File: src/hw/rtl/lsb_stego_bmp_extractor_core_defines.svh
// Assertion macros shared by the extractor RTL.
`ifndef LSB_STEGO_BMP_EXTRACTOR_CORE_DEFINES_SVH
`define LSB_STEGO_BMP_EXTRACTOR_CORE_DEFINES_SVH

// Same-cycle implication, disabled while reset is high.
`define LSBX_ASSERT_ALWAYS(label, clk, rst, ante, cons) \
   label: assert property (@(posedge clk) disable iff (rst) (ante) |-> (cons)) \
      else $error("lsbx: same-cycle check failed");

// Next-cycle implication, disabled while reset is high.
`define LSBX_ASSERT_NEXT(label, clk, rst, ante, cons) \
   label: assert property (@(posedge clk) disable iff (rst) (ante) |=> (cons)) \
      else $error("lsbx: next-cycle check failed");

`endif

File: src/hw/rtl/lsbx_pkg.sv
// Types and constants of the LSB stego BMP extractor.
package lsbx_pkg;

   localparam int HEADER_BYTES    = 54;
   localparam int MAGIC_MAX       = 8;
   localparam int CHAR_BITS       = 8;
   localparam int LENGTH_BITS     = 32;
   localparam int REMAIN_W        = 31;
   localparam int COUNT_W         = 6;
   localparam int MAGIC_W         = 64;
   localparam int MAGIC_LEN_W     = 4;
   localparam int CSR_ADDR_W      = 4;
   localparam int CSR_DATA_W      = 64;

   typedef enum logic [2:0] {
      PH_HEADER,
      PH_MAGIC,
      PH_EXT_LEN,
      PH_EXT_DATA,
      PH_PAY_LEN,
      PH_PAY_DATA,
      PH_IDLE
   } phase_type;

   typedef enum logic [1:0] {
      KIND_EXT,
      KIND_PAY,
      KIND_ERR,
      KIND_EMPTY
   } kind_type;

   typedef enum logic {
      CSR_MAGIC_STRING,
      CSR_MAGIC_LENGTH
   } csr_index_type;

   typedef struct packed {
      logic [MAGIC_W-1:0]     magic_string;
      logic [MAGIC_LEN_W-1:0] magic_length;
   } cfg_type;

   typedef struct packed {
      logic                 valid;
      logic [CHAR_BITS-1:0] out_byte;
      kind_type             kind;
      logic                 last;
   } res_type;

endpackage

File: src/hw/rtl/lsbx_csr.sv
// APB-style configuration registers of the extractor.
module lsbx_csr import lsbx_pkg::*; (
   input  logic                  clock,
   input  logic                  reset,
   input  logic                  csr_psel,
   input  logic                  csr_penable,
   input  logic                  csr_pwrite,
   input  logic [CSR_ADDR_W-1:0] csr_paddr,
   input  logic [CSR_DATA_W-1:0] csr_pwdata,
   output logic [CSR_DATA_W-1:0] csr_prdata,
   output logic                  csr_pready,
   output cfg_type               cfg
);

   logic [MAGIC_W-1:0]     magic_string_ff, magic_string_in;
   logic [MAGIC_LEN_W-1:0] magic_length_ff, magic_length_in;
   logic                   wr_en;
   csr_index_type          reg_idx;

   // Registers sit on 8-byte boundaries, so address bit 3 picks the register.
   assign reg_idx    = csr_index_type'(csr_paddr[3]);
   assign wr_en      = csr_psel && csr_penable && csr_pwrite;
   assign csr_pready = 1'b1;

   always_comb begin
      magic_string_in = magic_string_ff;
      magic_length_in = magic_length_ff;
      if (wr_en) begin
         unique case (reg_idx)
            CSR_MAGIC_STRING: magic_string_in = csr_pwdata[MAGIC_W-1:0];
            CSR_MAGIC_LENGTH: magic_length_in = csr_pwdata[MAGIC_LEN_W-1:0];
            default:          magic_string_in = magic_string_ff;
         endcase
      end
   end

   always_comb begin
      unique case (reg_idx)
         CSR_MAGIC_STRING: csr_prdata = CSR_DATA_W'(magic_string_ff);
         CSR_MAGIC_LENGTH: csr_prdata = CSR_DATA_W'(magic_length_ff);
         default:          csr_prdata = '0;
      endcase
   end

   always_ff @(posedge clock) begin
      if (reset) begin
         magic_string_ff <= '0;
         magic_length_ff <= MAGIC_LEN_W'(1);
      end else begin
         magic_string_ff <= magic_string_in;
         magic_length_ff <= magic_length_in;
      end
   end

   assign cfg.magic_string = magic_string_ff;
   assign cfg.magic_length = magic_length_ff;

endmodule

File: src/hw/rtl/lsbx_parser.sv
// Frame parser: header skip, magic check, length fields and byte assembly.
`include "lsb_stego_bmp_extractor_core_defines.svh"
module lsbx_parser import lsbx_pkg::*; #(
   parameter int HDR_BYTES   = HEADER_BYTES,
   parameter int MAGIC_CHARS = MAGIC_MAX
) (
   input  logic                 clock,
   input  logic                 reset,
   input  logic                 step,
   input  logic [CHAR_BITS-1:0] image_byte,
   input  logic                 file_start,
   input  cfg_type              cfg,
   output res_type              res
);

   phase_type               phase_ff, phase_in;
   logic [COUNT_W-1:0]      cnt_ff, cnt_in;
   logic [LENGTH_BITS-1:0]  bits_ff, bits_in;
   logic [MAGIC_LEN_W-1:0]  midx_ff, midx_in;
   logic [REMAIN_W-1:0]     rem_ff, rem_in;
   logic                    bad_ff, bad_in;
   logic [MAGIC_LEN_W-1:0]  eff_len;

   assign eff_len = (cfg.magic_length > MAGIC_LEN_W'(MAGIC_CHARS)) ?
                    MAGIC_LEN_W'(MAGIC_CHARS) : cfg.magic_length;

   always_comb begin : parse
      phase_type              p;
      logic [COUNT_W-1:0]     c;
      logic [LENGTH_BITS-1:0] b;
      logic [MAGIC_LEN_W-1:0] mi;
      logic [REMAIN_W-1:0]    r;
      logic                   bad;
      logic                   skip;
      logic                   bit_in;
      logic [CHAR_BITS-1:0]   b8;
      logic [CHAR_BITS-1:0]   want;

      p      = phase_ff;
      c      = cnt_ff;
      b      = bits_ff;
      mi     = midx_ff;
      r      = rem_ff;
      bad    = bad_ff;
      skip   = 1'b0;
      bit_in = image_byte[0];
      res    = '0;

      if (file_start) begin
         p   = PH_HEADER;
         c   = '0;
         b   = '0;
         mi  = '0;
         r   = '0;
         bad = 1'b0;
      end

      // The header counter reuses the byte counter of the data phases.
      if (p == PH_HEADER) begin
         if (r < REMAIN_W'(HDR_BYTES)) begin
            r    = r + 1'b1;
            skip = 1'b1;
         end else begin
            r   = '0;
            c   = '0;
            b   = '0;
            mi  = '0;
            bad = 1'b0;
            p   = (eff_len == '0) ? PH_EXT_LEN : PH_MAGIC;
         end
      end

      b8   = {b[CHAR_BITS-2:0], bit_in};
      want = cfg.magic_string[mi[2:0]*CHAR_BITS +: CHAR_BITS];

      if (!skip) begin
         unique case (p)
            PH_MAGIC: begin
               c = c + 1'b1;
               if (c < COUNT_W'(CHAR_BITS)) begin
                  b = LENGTH_BITS'(b8);
               end else begin
                  if (want != b8) begin
                     bad = 1'b1;
                  end
                  c  = '0;
                  b  = '0;
                  mi = mi + 1'b1;
                  if (mi >= eff_len) begin
                     if (bad) begin
                        p            = PH_IDLE;
                        res.valid    = 1'b1;
                        res.kind     = KIND_ERR;
                        res.last     = 1'b1;
                     end else begin
                        p = PH_EXT_LEN;
                     end
                  end
               end
            end
            PH_EXT_LEN, PH_PAY_LEN: begin
               b = {b[LENGTH_BITS-2:0], bit_in};
               c = c + 1'b1;
               if (c == COUNT_W'(LENGTH_BITS)) begin
                  // A length with the sign bit set counts as zero.
                  r = b[LENGTH_BITS-1] ? '0 : b[REMAIN_W-1:0];
                  c = '0;
                  b = '0;
                  if (p == PH_EXT_LEN) begin
                     p = (r != '0) ? PH_EXT_DATA : PH_PAY_LEN;
                  end else if (r == '0) begin
                     p         = PH_IDLE;
                     res.valid = 1'b1;
                     res.kind  = KIND_EMPTY;
                     res.last  = 1'b1;
                  end else begin
                     p = PH_PAY_DATA;
                  end
               end
            end
            PH_EXT_DATA, PH_PAY_DATA: begin
               c = c + 1'b1;
               if (c < COUNT_W'(CHAR_BITS)) begin
                  b = LENGTH_BITS'(b8);
               end else begin
                  c = '0;
                  b = '0;
                  if (r != '0) begin
                     r = r - 1'b1;
                  end
                  res.valid    = 1'b1;
                  res.out_byte = b8;
                  if (p == PH_EXT_DATA) begin
                     res.kind = KIND_EXT;
                     if (r == '0) begin
                        p = PH_PAY_LEN;
                     end
                  end else begin
                     res.kind = KIND_PAY;
                     if (r == '0) begin
                        p        = PH_IDLE;
                        res.last = 1'b1;
                     end
                  end
               end
            end
            default: begin
               skip = 1'b1;
            end
         endcase
      end

      phase_in = p;
      cnt_in   = c;
      bits_in  = b;
      midx_in  = mi;
      rem_in   = r;
      bad_in   = bad;
   end

   always_ff @(posedge clock) begin
      if (reset) begin
         phase_ff <= PH_HEADER;
         cnt_ff   <= '0;
         bits_ff  <= '0;
         midx_ff  <= '0;
         rem_ff   <= '0;
         bad_ff   <= 1'b0;
      end else if (step) begin
         phase_ff <= phase_in;
         cnt_ff   <= cnt_in;
         bits_ff  <= bits_in;
         midx_ff  <= midx_in;
         rem_ff   <= rem_in;
         bad_ff   <= bad_in;
      end
   end

   `LSBX_ASSERT_ALWAYS(a_data_has_bytes, clock, reset,
      (phase_ff == PH_EXT_DATA) || (phase_ff == PH_PAY_DATA), rem_ff != '0)
   `LSBX_ASSERT_ALWAYS(a_char_count, clock, reset,
      (phase_ff == PH_MAGIC) || (phase_ff == PH_EXT_DATA) || (phase_ff == PH_PAY_DATA),
      cnt_ff < COUNT_W'(CHAR_BITS))
   `LSBX_ASSERT_ALWAYS(a_status_form, clock, reset,
      res.valid && ((res.kind == KIND_ERR) || (res.kind == KIND_EMPTY)),
      res.last && (res.out_byte == '0))

endmodule

File: src/hw/rtl/lsb_stego_bmp_extractor_core.sv
// LSB steganography BMP extractor, top level.
//
// Feed a BMP file one byte per item on the req_ channel; req_file_start marks
// the first byte of each file and restarts parsing. The first HDR_BYTES bytes
// (54 by default) are skipped, then the low bit of each byte is collected, most
// significant bit first: the magic characters, a 32-bit extension length,
// the extension bytes, a 32-bit payload length and the payload bytes.
// Each decoded byte leaves as one item on the rsp_ channel (kind extension or
// payload); a magic mismatch or an empty payload leaves as a status item.
// An accepted item is held in the input register; when it moves on, its
// result, if it has one, is registered in the output register.
// Throughput: one item per cycle while rsp_ready stays high; the parsing
// logic between the two registers is combinational.
// When the receiver stalls, the result waits in the output register and one
// more item is held in the input register before req_ready drops.
// Reset clears both registers, returns parsing to the header skip and sets
// the magic to zero with a length of one character.
// The user writes configuration over the csr_ port only while no item is in flight; the block does not enforce this.
`include "lsb_stego_bmp_extractor_core_defines.svh"
module lsb_stego_bmp_extractor_core import lsbx_pkg::*; #(
   parameter int HDR_BYTES   = HEADER_BYTES,
   parameter int MAGIC_CHARS = MAGIC_MAX
) (
   input  logic                  clock,
   input  logic                  reset,
   input  logic                  req_valid,
   output logic                  req_ready,
   input  logic [7:0]            req_image_byte,
   input  logic                  req_file_start,
   output logic                  rsp_valid,
   input  logic                  rsp_ready,
   output logic [7:0]            rsp_out_byte,
   output logic [1:0]            rsp_kind,
   output logic                  rsp_last,
   input  logic                  csr_psel,
   input  logic                  csr_penable,
   input  logic                  csr_pwrite,
   input  logic [CSR_ADDR_W-1:0] csr_paddr,
   input  logic [CSR_DATA_W-1:0] csr_pwdata,
   output logic [CSR_DATA_W-1:0] csr_prdata,
   output logic                  csr_pready
);

   cfg_type              cfg;
   res_type              res;
   logic                 s1_valid_ff, s1_valid_in;
   logic [CHAR_BITS-1:0] s1_byte_ff;
   logic                 s1_start_ff;
   logic                 rsp_valid_ff, rsp_valid_in;
   logic [CHAR_BITS-1:0] rsp_byte_ff;
   kind_type             rsp_kind_ff;
   logic                 rsp_last_ff;
   logic                 advance;
   logic                 req_accept;

   lsbx_csr u_csr (
      .clock       (clock),
      .reset       (reset),
      .csr_psel    (csr_psel),
      .csr_penable (csr_penable),
      .csr_pwrite  (csr_pwrite),
      .csr_paddr   (csr_paddr),
      .csr_pwdata  (csr_pwdata),
      .csr_prdata  (csr_prdata),
      .csr_pready  (csr_pready),
      .cfg         (cfg)
   );

   lsbx_parser #(
      .HDR_BYTES   (HDR_BYTES),
      .MAGIC_CHARS (MAGIC_CHARS)
   ) u_parser (
      .clock      (clock),
      .reset      (reset),
      .step       (advance),
      .image_byte (s1_byte_ff),
      .file_start (s1_start_ff),
      .cfg        (cfg),
      .res        (res)
   );

   // The held item moves on once the output register is free or being emptied.
   assign advance    = s1_valid_ff && (!rsp_valid_ff || rsp_ready);
   assign req_ready  = !s1_valid_ff || advance;
   assign req_accept = req_valid && req_ready;

   always_comb begin
      s1_valid_in = s1_valid_ff;
      if (req_accept) begin
         s1_valid_in = 1'b1;
      end else if (advance) begin
         s1_valid_in = 1'b0;
      end
   end

   always_comb begin
      rsp_valid_in = rsp_valid_ff;
      if (advance) begin
         rsp_valid_in = res.valid;
      end else if (rsp_ready) begin
         rsp_valid_in = 1'b0;
      end
   end

   always_ff @(posedge clock) begin
      if (reset) begin
         s1_valid_ff  <= 1'b0;
         rsp_valid_ff <= 1'b0;
      end else begin
         s1_valid_ff  <= s1_valid_in;
         rsp_valid_ff <= rsp_valid_in;
      end
   end

   always_ff @(posedge clock) begin
      if (req_accept) begin
         s1_byte_ff  <= req_image_byte;
         s1_start_ff <= req_file_start;
      end
      if (advance) begin
         rsp_byte_ff <= res.out_byte;
         rsp_kind_ff <= res.kind;
         rsp_last_ff <= res.last;
      end
   end

   assign rsp_valid    = rsp_valid_ff;
   assign rsp_out_byte = rsp_byte_ff;
   assign rsp_kind     = rsp_kind_ff;
   assign rsp_last     = rsp_last_ff;

   `LSBX_ASSERT_NEXT(a_stage_holds, clock, reset,
      s1_valid_ff && !advance,
      s1_valid_ff && $stable(s1_byte_ff) && $stable(s1_start_ff))
   `LSBX_ASSERT_ALWAYS(a_no_overwrite, clock, reset,
      rsp_valid_ff && !rsp_ready, !advance)
   `LSBX_ASSERT_NEXT(a_rsp_holds, clock, reset,
      rsp_valid_ff && !rsp_ready,
      rsp_valid_ff && $stable(rsp_byte_ff) && $stable(rsp_kind_ff) && $stable(rsp_last_ff))

endmodule

File: config.mk
export PLATFORM = sky130hd
export DESIGN_NAME = lsb_stego_bmp_extractor_core
export DESIGN_NICKNAME = d
export VERILOG_FILES = /design/src/hw/rtl/lsbx_pkg.sv /design/src/hw/rtl/lsbx_csr.sv /design/src/hw/rtl/lsbx_parser.sv /design/src/hw/rtl/lsb_stego_bmp_extractor_core.sv
export VERILOG_INCLUDE_DIRS = /design/src /design/src/hw/rtl
export SDC_FILE = /design/constraint.sdc
export NUM_CORES = 1
export LEC_CHECK = 0
export ABC_AREA = 1
export BUFFER_PORTS_ARGS = -buffer_cell sky130_fd_sc_hd__clkbuf_2
export CORE_ASPECT_RATIO = 1.25
export CORE_MARGIN = 2
export CORE_UTILIZATION = 45
export CTS_CLUSTER_DIAMETER = 200
export DETAILED_ROUTE_END_ITERATION = 10
export PLACE_DENSITY = 0.65
export SYNTH_ARGS = -nofsm -noshare
export SYNTH_HDL_FRONTEND = slang
export SYNTH_SLANG_ARGS = --single-unit
File: constraint.sdc
create_clock -name clock -period 7 [get_ports clock]
set_clock_uncertainty 0.2 [all_clocks]
set_input_delay 0.35 -clock clock [delete_from_list [all_inputs] [get_ports clock]]
set_output_delay 0.35 -clock clock [all_outputs]
set_load 0.01 [all_outputs]
==> results.sh <==
export IMPL_cts_root_buf="clkbuf_16"
export IMPL_htreeDepth=4
export IMPL_placed_area_mm2=0.01185
export IMPL_synth_nets=1896
export IMPL_grt_pass1_wl_um=60600
export IMPL_async_reset_ff_share_pct=0
export IMPL_avgViaCountPerCell=5.547
export IMPL_pwr_density_cell_mw_per_mm2=165.9
export IMPL_grt_pass1_vias=11742
export IMPL_regToRegSetupSlack_ns=1.41
export IMPL_cts_buffers=17
export IMPL_p_leak_nw=5.609
export IMPL_fin_crit_ns=5.589
export IMPL_synthDistinctLibCells=57
export IMPL_criticalPathCategory="register to register"
export IMPL_final_setup_tns_ns=0
export IMPL_avgSynthCellArea_um2=6.168
export IMPL_relSlewSlack_pct=22.54
export IMPL_syn_area_mm2=0.01111
export IMPL_synth_edf_count=13
export IMPL_startpoint_type="register"
export IMPL_hold_viol_final=0
export IMPL_tightestPinTransition_ns=1.162
export IMPL_finalWeightedCongestion=0.9648
export IMPL_cts_tree="yes"
export IMPL_hold_path_class="input port to register"
export IMPL_holdWs_ns=0.002450
export IMPL_track_usage_pct=29.36
export IMPL_num_rows=64
export IMPL_path_clk_slew_ns=0.07
export IMPL_clockBufferDepth=2
export IMPL_area_growth_pct=15.28
export IMPL_antenna_cells=0
export IMPL_regArea_mm2=0.003313
export IMPL_final_common_cell="nand2_1"
export IMPL_rsz0062_at_grt="no"
export IMPL_postLayoutCellArea_mm2=0.01281
export IMPL_cts_sinks=159
export IMPL_mostFrequentLayoutCells="nand2_1, nor2_1, inv_1"
export IMPL_wirelength_um=38320
export IMPL_slew_violations=0
export IMPL_ys_seq_area_share_pct=29.82
export IMPL_end_kind="register"
export IMPL_num_io_pins=162
export IMPL_globalRouteOverflowTotal=0
export IMPL_cp_max_fo=44
export IMPL_dieArea_mm2=0.02597
export IMPL_post_cts_buffers=0
export IMPL_drive_above_1_share_pct=14.23
export IMPL_status="completed"
export IMPL_die_w_um=144.5
export IMPL_ys_flop_type="dfxtp_1"
export IMPL_synth_top_cell_by_area="dfxtp_1"
export IMPL_ant_nets=0
export IMPL_max_cap_viol_count=0
export IMPL_yosys_top_cells_area="dfxtp_1, nand2_1, nor2_1, a21oi_1, o21ai_0"
export IMPL_core_mm2=0.02434
export IMPL_timing_fmax_mhz=178.9
export IMPL_start_util_pct=45.64
export IMPL_grt_max_degree=127
export IMPL_die_h_um=179.7
export IMPL_numPortBuffers=150
export IMPL_ys_warnings_count=0
export IMPL_clk_latency_ns=0.44
export IMPL_cp_required_ns=7.08
export IMPL_arrival_ns=5.67
export IMPL_max_vdd_ir_drop_uv=148.8
export IMPL_drc=0
export IMPL_firstDrtPassIters=8
export IMPL_fillerInstances=2541
export IMPL_nets=2008
export IMPL_drt_iter0_markers=880
export IMPL_multi_input_area_mm2=0.006506
export IMPL_setup_violations=0
export IMPL_dp_hpwl_um=27080
export IMPL_synth_top_cell_area_share_pct=26.31
export IMPL_syn_inst=1801
export IMPL_wl_per_cell_um=16.99
export IMPL_antenna_found_initial=0
export IMPL_post_route_period_util_pct=79.84
export IMPL_via_count=12514
export IMPL_synth_seq_cells=159
[sequential cells by signal (all words and copies together), names as in the netlist, 2 cells and up]
name,cells
u_csr.magic_string_ff,64
u_parser.bits_ff,31
u_parser.rem_ff,31
rsp_out_byte,8
u_parser.cnt_ff,6
u_csr.magic_length_ff,4
u_parser.midx_ff,4
u_parser.phase_ff,3
rsp_kind,2
[metal layers]
metal  vias to the layer above  part of all wire [%]  GRT usage (%)
met5                         -                     0              0
met4                         0                   5.2          15.46
met3                       104                   6.0          4.688
met2                       485                    49          49.97
met1                      5746                    40          35.12
li1                       6179                     -              -
[path summary, 6_finish.rpt]
kind | startpoint | to | cells past startpoint
setup / recovery | s1_start_ff | rsp_valid | 20
hold / removal | csr_pwdata[52] | u_csr.magic_string_ff[52] | 3
setup reg to reg | s1_start_ff | rsp_valid | 20
hold reg to reg | u_parser.rem_ff[18] | u_parser.rem_ff[18] | 2
[kinds of logic (layout without fill, tap and decap cells)]
logic type      after synthesis  count (layout)  synth area share (%)
xor+xnor                     10              10                0.8559
other cells                   1               1               0.03376
fa+ha+maj                    11              11                 1.239
compound gates              419             419                 20.73
simple gates                889             889                 35.68
flops                       159             159                 29.82
buf+inv                     312             437                 11.63
[Yosys cell counts (all sizes together) (6+ instances only)]
cell,count
nor4,11
nand2,395
ha,11
o211ai,12
inv,201
o221ai,18
o22ai,15
nand3,144
o31ai,8
buf,42
nand4,29
o21ai,175
xor2,6
nor3,23
a21oi,167
dfxtp,146
nor2,278
clkbuf,67
a31oi,10
edfxtp,13
[worst max-delay path: stages (launching register included)]
cell and delay (ns):
edfxtp_1 0.41, inv_2 0.71, nand2_1 0.39, nand2_1 0.16, nor2_1 0.05, nand2_1 0.10
nor2_1 0.07, nand3_2 0.10, nand2_4 0.30, nand3_1 0.63, inv_1 0.39, ha_1 0.42
ha_1 0.28, a21oi_1 0.15, o21bai_1 0.08, a21oi_1 0.31, nor3_2 0.11, nand2_1 0.12
nand2_1 0.11, o21ai_1 0.18, a21oi_1 0.09
[timing repair]
action	4_1_cts	5_1_grt
gates resized for setup	0	0
hold endpoints to repair	41	0
hold buffers	40	0
[area by class of cell]
type	count	share of cell area, %
clock buffers	18	3.429
clock inverters	14	0.9183
inverters	203	5.969
multi-input cells	1330	50.80
flip-flops and latches	159	25.87
well taps	330	3.224
repair buffers	202	9.789
[where the power goes]
part / internal [W] / leakage, nW / switching, W / total (W)
clock network: 0.000477 / 0.279 / 0.000435 / 0.000911
registers: 0.000938 / 1.33 / 0.0000114 / 0.000949
logic: 0.0000903 / 4.00 / 0.000174 / 0.000264
[stage by stage]
stage	worst slack [ns]	utilization (%)	power, W	cells
after floorplan	3.262	-	0.001134	1801
after global placement	1.549	48.68	0.001210	2184
after detailed placement	1.479	48.68	0.001213	2184
after CTS	1.444	52.61	0.002130	2256
after global routing	1.024	52.61	0.002195	2256
final	1.411	52.61	0.002125	2256
(Power assumes the default switching activity.)
